[src/hw/rtl/egp_pkg.sv]
// Shared widths, register indexes, stage map, configuration record and
// divider step functions of the Euclidean gate pattern block.
// No dependencies.
package egp_pkg;

  // Field and port widths
  localparam int CFG_W  = 9;
  localparam int IDX_W  = 2;
  localparam int STEP_W = 8;

  // Remainder width (divisors up to one past the longest pattern)
  localparam int R_W = CFG_W + 1;
  // Dividend shift width of the pattern-position divider
  localparam int S_W = CFG_W;

  localparam int DEFAULT_MAX_STEPS = 256;

  // Register indexes
  localparam logic [IDX_W-1:0] REG_PATTERN_LENGTH = 2'd0;
  localparam logic [IDX_W-1:0] REG_PULSE_COUNT    = 2'd1;
  localparam logic [IDX_W-1:0] REG_ROTATION       = 2'd2;

  // Register reset values
  localparam logic [CFG_W-1:0]  RST_PATTERN_LENGTH = 9'd16;
  localparam logic [STEP_W-1:0] RST_PULSE_COUNT    = 8'd0;
  localparam logic [STEP_W-1:0] RST_ROTATION       = 8'd0;

  // Stage map: step mod length, position, group select, position divider
  localparam int ST_POS     = STEP_W;
  localparam int ST_SEL     = ST_POS + 1;
  localparam int NUM_STAGES = ST_SEL + 1 + S_W;

  // Values derived from the registers, stable while ready is set
  typedef struct packed {
    logic           ready;
    logic [R_W-1:0] len;
    logic [R_W-1:0] rot;
    logic [R_W-1:0] lead;
    logic [R_W-1:0] big;
    logic [R_W-1:0] base;
    logic           sparse;
    logic           all_on;
    logic           all_off;
  } egp_pat_t;

  // One restoring-division step: shift in a bit, subtract if it fits
  function automatic logic [R_W-1:0] rem_step(input logic [R_W-1:0] r,
                                              input logic b,
                                              input logic [R_W-1:0] d);
    logic [R_W:0] t;
    t = {r, b};
    if (t >= {1'b0, d}) t = t - {1'b0, d};
    return t[R_W-1:0];
  endfunction

  // Quotient bit of the same step
  function automatic logic quo_bit(input logic [R_W-1:0] r,
                                   input logic b,
                                   input logic [R_W-1:0] d);
    return {r, b} >= {1'b0, d};
  endfunction

endpackage

[src/hw/rtl/egp_setup.sv]
// Configuration registers and the derived pattern values (rotation mod
// length, group sizes, leading span). Depends on egp_pkg.
module egp_setup #(
  parameter int MAX_STEPS = egp_pkg::DEFAULT_MAX_STEPS
) (
  input  logic                       clk,
  input  logic                       rst,
  input  logic                       cfg_we,
  input  logic [egp_pkg::IDX_W-1:0]  cfg_index,
  input  logic [egp_pkg::CFG_W-1:0]  cfg_data,
  output egp_pkg::egp_pat_t          pat
);

  typedef enum logic [2:0] {S_LOAD, S_PREP, S_DIV, S_BASE, S_MUL, S_READY} state_t;

  state_t                       state;
  logic [$clog2(egp_pkg::S_W)-1:0] cnt;

  logic [egp_pkg::CFG_W-1:0]  pattern_length;
  logic [egp_pkg::STEP_W-1:0] pulse_count;
  logic [egp_pkg::STEP_W-1:0] rotation;

  logic [egp_pkg::R_W-1:0] len;
  logic [egp_pkg::R_W-1:0] den;
  logic [egp_pkg::R_W-1:0] r1;
  logic [egp_pkg::R_W-1:0] r2;
  logic [egp_pkg::S_W-1:0] s1;
  logic [egp_pkg::S_W-1:0] s2;
  logic [egp_pkg::S_W-1:0] q;
  logic [egp_pkg::R_W-1:0] base;
  logic [egp_pkg::R_W-1:0] big;
  logic [egp_pkg::R_W-1:0] lead;
  logic                    sparse;
  logic                    all_on;
  logic                    all_off;

  logic [egp_pkg::R_W-1:0] len_sat;
  logic [egp_pkg::R_W-1:0] pulses;
  logic [egp_pkg::R_W-1:0] pauses;
  logic                    sparse_next;

  // Saturate the length and split the pattern into pulses and pauses
  always_comb begin
    len_sat = (int'(pattern_length) > MAX_STEPS) ? egp_pkg::R_W'(MAX_STEPS)
                                                 : egp_pkg::R_W'(pattern_length);
    pulses      = egp_pkg::R_W'(pulse_count);
    pauses      = len - pulses;
    sparse_next = pauses >= pulses;
  end

  // Register writes and the derivation sequencer
  always_ff @(posedge clk) begin
    if (rst) begin
      state          <= S_LOAD;
      cnt            <= '0;
      pattern_length <= egp_pkg::RST_PATTERN_LENGTH;
      pulse_count    <= egp_pkg::RST_PULSE_COUNT;
      rotation       <= egp_pkg::RST_ROTATION;
    end else if (cfg_we) begin
      // A write restarts the derivation
      state <= S_LOAD;
      unique case (cfg_index)
        egp_pkg::REG_PATTERN_LENGTH: pattern_length <= cfg_data;
        egp_pkg::REG_PULSE_COUNT:    pulse_count    <= egp_pkg::STEP_W'(cfg_data);
        egp_pkg::REG_ROTATION:       rotation       <= egp_pkg::STEP_W'(cfg_data);
        default: begin
        end
      endcase
    end else begin
      unique case (state)
        S_LOAD: begin
          len     <= len_sat;
          all_off <= pulse_count == '0;
          all_on  <= egp_pkg::R_W'(pulse_count) >= len_sat;
          state   <= S_PREP;
        end
        S_PREP: begin
          sparse <= sparse_next;
          den    <= sparse_next ? pulses : pauses;
          s2     <= sparse_next ? egp_pkg::S_W'(pauses) : egp_pkg::S_W'(pulses - pauses);
          s1     <= egp_pkg::S_W'(rotation);
          r1     <= '0;
          r2     <= '0;
          q      <= '0;
          cnt    <= '0;
          state  <= S_DIV;
        end
        S_DIV: begin
          r1  <= egp_pkg::rem_step(r1, s1[egp_pkg::S_W-1], len);
          s1  <= s1 << 1;
          r2  <= egp_pkg::rem_step(r2, s2[egp_pkg::S_W-1], den);
          q   <= {q[egp_pkg::S_W-2:0], egp_pkg::quo_bit(r2, s2[egp_pkg::S_W-1], den)};
          s2  <= s2 << 1;
          cnt <= cnt + 1'b1;
          if (cnt == ($clog2(egp_pkg::S_W))'(egp_pkg::S_W - 1)) state <= S_BASE;
        end
        S_BASE: begin
          base  <= egp_pkg::R_W'(q) + (sparse ? egp_pkg::R_W'(1) : egp_pkg::R_W'(2));
          big   <= egp_pkg::R_W'(q) + (sparse ? egp_pkg::R_W'(2) : egp_pkg::R_W'(3));
          state <= S_MUL;
        end
        S_MUL: begin
          lead  <= egp_pkg::R_W'(r2 * big);
          state <= S_READY;
        end
        S_READY: begin
          state <= S_READY;
        end
        default: begin
          state <= S_LOAD;
        end
      endcase
    end
  end

  assign pat.ready   = state == S_READY;
  assign pat.len     = len;
  assign pat.rot     = r1;
  assign pat.lead    = lead;
  assign pat.big     = big;
  assign pat.base    = base;
  assign pat.sparse  = sparse;
  assign pat.all_on  = all_on;
  assign pat.all_off = all_off;

endmodule

[src/hw/rtl/euclidean_gate_pattern_core.sv]
// Top level of the Euclidean gate pattern block: step query pipeline and
// output register. Depends on egp_pkg and egp_setup.
//
// Usage:
//   Write pattern_length, pulse_count and rotation through cfg_we /
//   cfg_index / cfg_data while no query is in flight. After each write,
//   and after reset, step_ready stays low while the setup sequencer
//   derives the rotation mod length and the group sizes with two
//   bit-serial dividers.
//   A query enters on step_valid & step_ready carrying step_index; its
//   gate bit leaves on gate_valid & gate_ready.
//   The pipeline is 8 stages of step mod length (one remainder bit
//   each), a position stage, a group-select stage, 9 stages of position
//   mod group size and the output register.
//   Throughput is one query per cycle while step_ready is high. Each stage
//   holds its item while the stage after it is full and stalled, so
//   queries keep entering into empty stages while gate_ready is low.
//   Reset empties the pipeline and restores the register defaults
//   (length 16, no pulses, no rotation).
module euclidean_gate_pattern_core #(
  parameter int MAX_STEPS = egp_pkg::DEFAULT_MAX_STEPS
) (
  input  logic                        clk,
  input  logic                        rst,
  input  logic                        cfg_we,
  input  logic [egp_pkg::IDX_W-1:0]   cfg_index,
  input  logic [egp_pkg::CFG_W-1:0]   cfg_data,
  input  logic                        step_valid,
  output logic                        step_ready,
  input  logic [egp_pkg::STEP_W-1:0]  step_index,
  output logic                        gate_valid,
  input  logic                        gate_ready,
  output logic                        gate
);

  localparam int NS = egp_pkg::NUM_STAGES;

  egp_pkg::egp_pat_t pat;

  logic [NS-1:0]           vld;
  logic [egp_pkg::R_W-1:0] rr [NS];
  logic [egp_pkg::S_W-1:0] ss [NS];
  logic [NS-1:0]           sl;

  logic [NS-1:0]           src_v;
  logic [egp_pkg::R_W-1:0] src_r [NS];
  logic [egp_pkg::S_W-1:0] src_s [NS];
  logic [NS-1:0]           src_l;

  logic [egp_pkg::R_W-1:0] nr [NS];
  logic [egp_pkg::S_W-1:0] ns [NS];
  logic [NS-1:0]           nl;

  logic [NS-1:0]           take;
  logic                    take_out;
  logic                    gate_next;
  logic [egp_pkg::R_W-1:0] last_rem;

  egp_setup #(
    .MAX_STEPS(MAX_STEPS)
  ) u_setup (
    .clk      (clk),
    .rst      (rst),
    .cfg_we   (cfg_we),
    .cfg_index(cfg_index),
    .cfg_data (cfg_data),
    .pat      (pat)
  );

  // A stage loads when some stage from it onward is empty or the output moves
  always_comb begin
    take_out = !gate_valid || gate_ready;
    for (int i = 0; i < NS; i++) begin
      take[i] = take_out || (((~vld) >> i) != '0);
    end
  end

  assign step_ready = take[0] && pat.ready;

  // Feed each stage from the one before it, stage 0 from the port
  always_comb begin
    src_v[0] = step_valid && step_ready;
    src_r[0] = '0;
    src_s[0] = {step_index, 1'b0};
    src_l[0] = 1'b0;
    for (int i = 1; i < NS; i++) begin
      src_v[i] = vld[i-1];
      src_r[i] = rr[i-1];
      src_s[i] = ss[i-1];
      src_l[i] = sl[i-1];
    end
  end

  // Stage work: remainder bits, position, group select, remainder bits
  always_comb begin
    for (int i = 0; i < NS; i++) begin
      nr[i] = src_r[i];
      ns[i] = src_s[i];
      nl[i] = src_l[i];
      if (i < egp_pkg::ST_POS) begin
        nr[i] = egp_pkg::rem_step(src_r[i], src_s[i][egp_pkg::S_W-1], pat.len);
        ns[i] = src_s[i] << 1;
      end else if (i == egp_pkg::ST_POS) begin
        nr[i] = (src_r[i] >= pat.rot) ? src_r[i] - pat.rot
                                      : src_r[i] + pat.len - pat.rot;
      end else if (i == egp_pkg::ST_SEL) begin
        nl[i] = src_r[i] < pat.lead;
        nr[i] = '0;
        ns[i] = nl[i] ? egp_pkg::S_W'(src_r[i]) : egp_pkg::S_W'(src_r[i] - pat.lead);
      end else begin
        nr[i] = egp_pkg::rem_step(src_r[i], src_s[i][egp_pkg::S_W-1],
                                  src_l[i] ? pat.big : pat.base);
        ns[i] = src_s[i] << 1;
      end
    end
  end

  // Advance the stages
  always_ff @(posedge clk) begin
    for (int i = 0; i < NS; i++) begin
      if (rst) begin
        vld[i] <= 1'b0;
      end else if (take[i]) begin
        vld[i] <= src_v[i];
      end
      if (take[i]) begin
        rr[i] <= nr[i];
        ss[i] <= ns[i];
        sl[i] <= nl[i];
      end
    end
  end

  // Offset within the group decides the gate, unless the pattern is all on or all off
  always_comb begin
    last_rem = rr[NS-1];
    if (pat.all_on) begin
      gate_next = 1'b1;
    end else if (pat.all_off) begin
      gate_next = 1'b0;
    end else if (pat.sparse) begin
      gate_next = last_rem == '0;
    end else begin
      gate_next = last_rem != egp_pkg::R_W'(1);
    end
  end

  // Output register, held while the receiver stalls
  always_ff @(posedge clk) begin
    if (rst) begin
      gate_valid <= 1'b0;
    end else if (take_out) begin
      gate_valid <= vld[NS-1];
    end
    if (take_out) begin
      gate <= gate_next;
    end
  end

endmodule

[config.mk]
export PLATFORM = sky130hd
export DESIGN_NAME = euclidean_gate_pattern_core
export DESIGN_NICKNAME = d
export VERILOG_FILES = /design/src/hw/rtl/egp_pkg.sv /design/src/hw/rtl/egp_setup.sv /design/src/hw/rtl/euclidean_gate_pattern_core.sv
export SDC_FILE = /design/constraint.sdc
export NUM_CORES = 1
export LEC_CHECK = 0
export BUFFER_PORTS_ARGS = -buffer_cell sky130_fd_sc_hd__buf_2
export CAP_MARGIN = 10
export CORE_MARGIN = 10
export CORE_UTILIZATION = 35
export CTS_BUF_LIST = sky130_fd_sc_hd__clkbuf_4 sky130_fd_sc_hd__clkbuf_8 sky130_fd_sc_hd__clkbuf_16
export CTS_CLUSTER_SIZE = 24
export DETAILED_ROUTE_END_ITERATION = 10
export HOLD_SLACK_MARGIN = 0.06
export SLEW_MARGIN = 20
export SYNTH_ARGS = -nofsm -noshare
export SYNTH_HDL_FRONTEND = slang
export SYNTH_SLANG_ARGS = --single-unit
[constraint.sdc]
create_clock -name clk -period 5.7 [get_ports clk]
set_clock_uncertainty 0.1 [all_clocks]
set_input_delay 0.57 -clock clk [delete_from_list [all_inputs] [get_ports clk]]
set_output_delay 0.57 -clock clk [all_outputs]
set_load 0.1 [all_outputs]
# --- After elaboration in Yosys (flattened, before gate mapping) ---
# Memory sizes are Yosys's and may differ from the RTL's.
# Index checks and enable logic that the tools add are counted.
word_totals:
  ff_bits: 162
  n_memories: 2
  out_inout_bits: 3
  mem_bits_rw: 361
  word_cells: 257
memory_table:
  columns: ["memory", "words", "width", "rd", "rd_ports_with_merged_regs", "wr", "line", "rtl"]
  rows:
  - ["rr", 19, 10, 19, 0, 19, "euclidean_gate_pattern_core.sv:41", "logic [egp_pkg::R_W-1:0] rr [NS];"]
  - ["ss", 19, 9, 17, 0, 19, "euclidean_gate_pattern_core.sv:42", "logic [egp_pkg::S_W-1:0] ss [NS];"]
classes:
  bitwise: 3
  add_sub_neg: 28
  n_mul: 1
  reduce_logical: 57
  n_mux: 83
  eq_ne: 10
  order_cmp: 24
op_table:
  columns: ["cell", "count"]
  rows:
  - ["19-bit nonzero test", 18]
  - ["10-bit two-way mux", 29]
  - ["10-bit subtractor", 20]
  - ["11-bit by 10-bit greater-or-equal comparator with 1-bit output", 18]
  - ["9-bit one-hot mux with 2 select lines", 3]
  - ["1-bit two-way mux", 41]
  - ["10-bit one-hot mux with 2 select lines", 2]
  - ["9-bit two-way mux", 3]
  - ["9-bit by 10-bit adder with 10-bit output", 2]
  - ["1-bit logical OR", 20]
  - ["19-bit inverter", 1]
  - ["3-bit one-hot mux with 5 select lines", 1]
  - ["3-bit AND reduction", 5]
  - ["10-bit adder", 1]
  - ["1-bit by 10-bit greater-or-equal comparator with 1-bit output", 1]
  - ["10-bit greater-or-equal comparator", 1]
  - ["10-bit by 8-bit greater-or-equal comparator with 1-bit output", 1]
  - ["8-bit by 10-bit greater-or-equal comparator with 1-bit output", 1]
  - ["10-bit logical NOT", 1]
  - ["10-bit less-than comparator", 1]
  - ["10-bit by 10-bit multiplier with 10-bit output", 1]
  - ["10-bit by 1-bit inequality test with 1-bit output (second input constant)", 1]
  - ["1-bit by 10-bit subtractor with 10-bit output", 1]
  - ["10-bit by 8-bit subtractor with 10-bit output", 1]
  - ["other kinds (24)", 32]

# --- Longest topological paths before layout ---
logic_depth:
  ltp_word: 5
  mapped_depth: 17
  depth_no_buf: 15

# --- Cells and area by module ---
# From an unflattened synthesis, not the netlist that was laid out.
unflattened:
  cells_unflattened: 2700
  area_unflattened_um2: 28726.3
by_module_without_submodules:
  columns: ["mod", "seq_area_each_um2", "instances", "cells_per_inst", "area_each_um2"]
  rows:
  - ["euclidean_gate_pattern_core", 8298.0, 1, 1824, 19979.2]
  - ["egp_setup", 3613.5, 1, 876, 8747.1]

# --- Worst setup path after synthesis ---
# Ideal clock, no wire load.
synth_path:
  path_kind: "register -> register"
  start: "register u_setup.big[2] (netlist name)"
  end: "register u_setup.lead[9] (netlist name) (data pin)"
  slack_ns: 1.125
  arrival_ns: 4.215
  n_path_buf: 2
  stages_incl_launch_ff: 16
  cell_sequence: "edfxtp_1 > clkbuf_1 > clkbuf_1 > nand2_1 > fa_1 > inv_1 > fa_1 > ha_1 > fa_1 > inv_1 > fa_1 > inv_1 > ha_1 > o21a_1 > o41a_1 > xnor2_1"
synth_between:
  elab_chain_len: 1
synth_lines:
  columns: ["item", "line", "rtl"]
  rows:
  - ["start, declared", "egp_setup.sv:31", "logic [egp_pkg::R_W-1:0] big;"]
  - ["start signal, assigned", "egp_setup.sv:99", "big <= egp_pkg::R_W'(q) + (sparse ? egp_pkg::R_W'(2) : egp_pkg::R_W'(3));"]
  - ["10-bit by 10-bit multiplier with 10-bit output", "egp_setup.sv:103", "lead <= egp_pkg::R_W'(r2 * big);"]
  - ["end signal, assigned", "egp_setup.sv:103", null]
  - ["end, declared", "egp_setup.sv:32", "logic [egp_pkg::R_W-1:0] lead;"]
# No other way between the ends.
# A chain may end at the register's enable or synchronous reset.

# --- Worst setup path in the final report ---
# Same ends and word-level chain as after synthesis.

==> run_results.csv <==
group,metric,value,unit
run_status,status,"finished, final reports clean",
drt,via_count,19010,
global_route,antenna_found_initial,0,
finish,drive_gt1_share,11.04,%
synth,synth-seq-cells,414,
floorplan,rows,103,
place,place_congestion,0.8533,
finish,seqCellArea,0.01191,sq mm
finish,final-instance-count-excl-fill,3730,
clock_network,clk_path_buf_depth,3,
synth,synth-edff-count,362,
synth,async_flop_share,0,%
hold_path,min_path_type,"in2reg",
timing,fmax,0.2076,GHz
timing,hold_slack,0.1157,ns
worst_setup_path,path_class,"reg2reg",
drt,drc_errors,0,
pwr,leakage,13.41,nW
job,maxCapViolations,0,
synth,synth_warnings,0,
place,post_dp_cell_area,0.02948,sq mm
timing,finalSetupTns,0,ns
worst_setup_path,r2r_slack,0.88,ns
timing,finalHoldViolations,0,
worst_setup_path,crit_path_start_kind,"flip-flop",
global_route,grt-ovfl-total,0,
clock_network,cts-buffers-inserted,49,
clock_network,cts_root_buffer,"clkbuf_16",
floorplan,initial_core_util,35.43,%
pwr,p_per_area,422.1,mW/mm^2
clock_network,cts_tree,"yes",
place,dp_hpwl,46720,microns
drt,wirelength,63700,microns
finish,area_growth,11.56,%
global_route,grt_pass1_vias,18530,
global_route,grt_usage,13.68,%
drt,drt_iter0_drc,1092,
synth,synth_flop_cell,"edfxtp_1",
timing,min_period,4.818,ns
pwr,peakVddDrop,0.2613,mV
finish,fin_nets,2974,
clock_network,cts_resized,0,
drt,routed_via_density,5.097,
synth,ys_types,77,
timing,rsz0062_at_grt,"false",
clock_network,cts_sinks,414,
global_route,grt_max_degree,54,
timing,slew_headroom,32.02,%
timing,layout_setup_ws,0.8822,ns
finish,multi_input_area,0.01521,sq mm
drt,routedWlPerCell,17.08,microns
drt,ant_nets,0,
floorplan,io_pins,27,
worst_setup_path,cp.required,5.91,ns
finish,nFillCells,7738,
synth,syn_inst,2604,
floorplan,core-area,0.07939,sq mm
finish,layout_common_cells,"362 x edfxtp_1, 258 x ha_1, 218 x inv_1",
clock_network,htreeDepth,2,
timing,post-route-period-util,84.52,%
synth,syn_area,0.02813,sq mm
floorplan,die-area,0.09211,sq mm
clock_network,clk_pin_slew,0.06,ns
worst_setup_path,cp.arrival,5.03,ns
floorplan,die_w,303.5,microns
synth,ys_seq_area_share,42.34,%
timing,worstMarginPinSlew,1.015,ns
synth,syn_avg_cell_area,10.80,sq um
finish,fin_area,0.03138,sq mm
place,dp_worst_setup_slack,0.9433,ns
finish,antenna_cells,0,
global_route,grt_pass1_wl,101500,microns
floorplan,die_y,303.5,microns
worst_setup_path,end_kind,"flip-flop",
drt,dr.pass1.iters,5,
timing,maxSlewViolCount,0,
finish,layout_commonest_cell,"edfxtp_1",
worst_setup_path,worstPathMaxFanout,17,
place,port_buffers,26,
timing,setup_viol,0,
clock_network,insertion_delay,0.61,ns
place,place_inst,3630,
registers in the layout, summed over array words and instances (netlist names), 8 cells and up:
signal                  count
u_setup.s1                  9
vld                        19
u_setup.den                10
u_setup.pulse_count         8
u_setup.big                10
u_setup.r2                 10
u_setup.base               10
ss                         73
u_setup.rotation            8
u_setup.s2                  9
u_setup.r1                 10
u_setup.q                   9
sl                          9
u_setup.pattern_length      9
u_setup.len                 9
u_setup.lead               10
rr                        180
path summary, 6_finish.rpt:
| path | from | to | cells past startpoint |
|---|---|---|---|
| worst max-delay path | u_setup.big[2] | u_setup.lead[9] | 13 |
| worst min-delay path | cfg_data[8] | u_setup.pattern_length[8] | 3 |
| worst max register to register | u_setup.big[2] | u_setup.lead[9] | 13 |
| worst min register to register | ss[10][7] | ss[11][8] | 0 |
worst max-delay path, stage by stage (launching register included):
cell and delay (ns):
edfxtp_1 0.82, nand2_1 0.17, fa_1 0.52, fa_1 0.52
inv_1 0.05, fa_1 0.48, fa_1 0.53, fa_1 0.44
xnor2_1 0.21, xnor2_1 0.16, xnor2_1 0.15, xnor2_1 0.15
xnor2_1 0.15, xnor2_1 0.09
Yosys cell counts, drive strengths merged, types with 6 or more instances:
library cell	number	area share, %
edfxtp	362	39
ha	258	11
inv	218	2.9
nor2	201	2.7
nand2	158	2.1
mux2i	148	5.3
a21oi	137	2.5
mux2	126	5.0
xnor2	108	3.4
o21ai	101	1.8
nor2b	58	1.3
clkbuf	57	0.76
xor2	55	1.7
fa	53	3.8
nor3	53	0.98
dfxtp	52	3.7
nand4	52	1.2
o21a	46	1.2
a21o	43	1.1
and2	33	0.73
nand3	30	0.58
nand2b	27	0.60
o31ai	25	0.68
a211oi	22	0.59
a31oi	16	0.38
or3	14	0.31
o31a	12	0.37
buf	10	0.21
nor4	9	0.20
and3	8	0.18
nor4b	8	0.40
o21bai	8	0.21
or2	8	0.18
a41oi	7	0.22
o211ai	7	0.19
a21boi	6	0.16
o2111ai	6	0.21
what timing repair did:
action                    CTS  global route
hold endpoints to repair    7             0
buffers inserted            0             0
hold buffers                7             0
kinds of logic after synthesis:
| group | count (synthesis) | share of synthesized area [%] |
|---|---|---|
| AOI/OAI and AO/OA | 474 | 11.00 |
| xor gates and xnor gates | 163 | 5.075 |
| adders and majority gates | 311 | 15.25 |
| buffers and inverters | 285 | 3.879 |
| DFF | 414 | 42.35 |
| muxes | 274 | 10.31 |
| other | 1 | 0.01333 |
| and+or+nand+nor | 682 | 12.13 |
final cells by class:
type                    count  area share [%]
multi-input cells        1906           48.47
clock buffers              53           4.003
clock inverters            39           1.726
flip-flops and latches    414           37.96
repair buffers             50           1.057
well taps                1050           4.186
inverters                 218           2.607
metal layers:
metal  vias up  share of wire (%)  global-route usage [%]
met4         0                2.6                   4.051
met1      9035                 49                   19.43
met3        83                4.9                   2.466
met5         -                  0                       0
li1       9554                  -                       -
met2       341                 43                   20.97
through the flow:
step	utilization, %	power [mW]
after floorplan	-	8.663
after global placement	37.13	9.778
after detailed placement	37.14	9.794
after CTS	39.49	13.34
after global routing	39.53	14.16
final	39.53	13.25
where the power goes:
part | switching, mW | internal, mW | total, mW
combinational | 2.62 | 2.47 | 5.09
clock | 1.35 | 2.11 | 3.46
sequential | 0.512 | 4.19 | 4.70
Power figures use the tool's default switching activity.
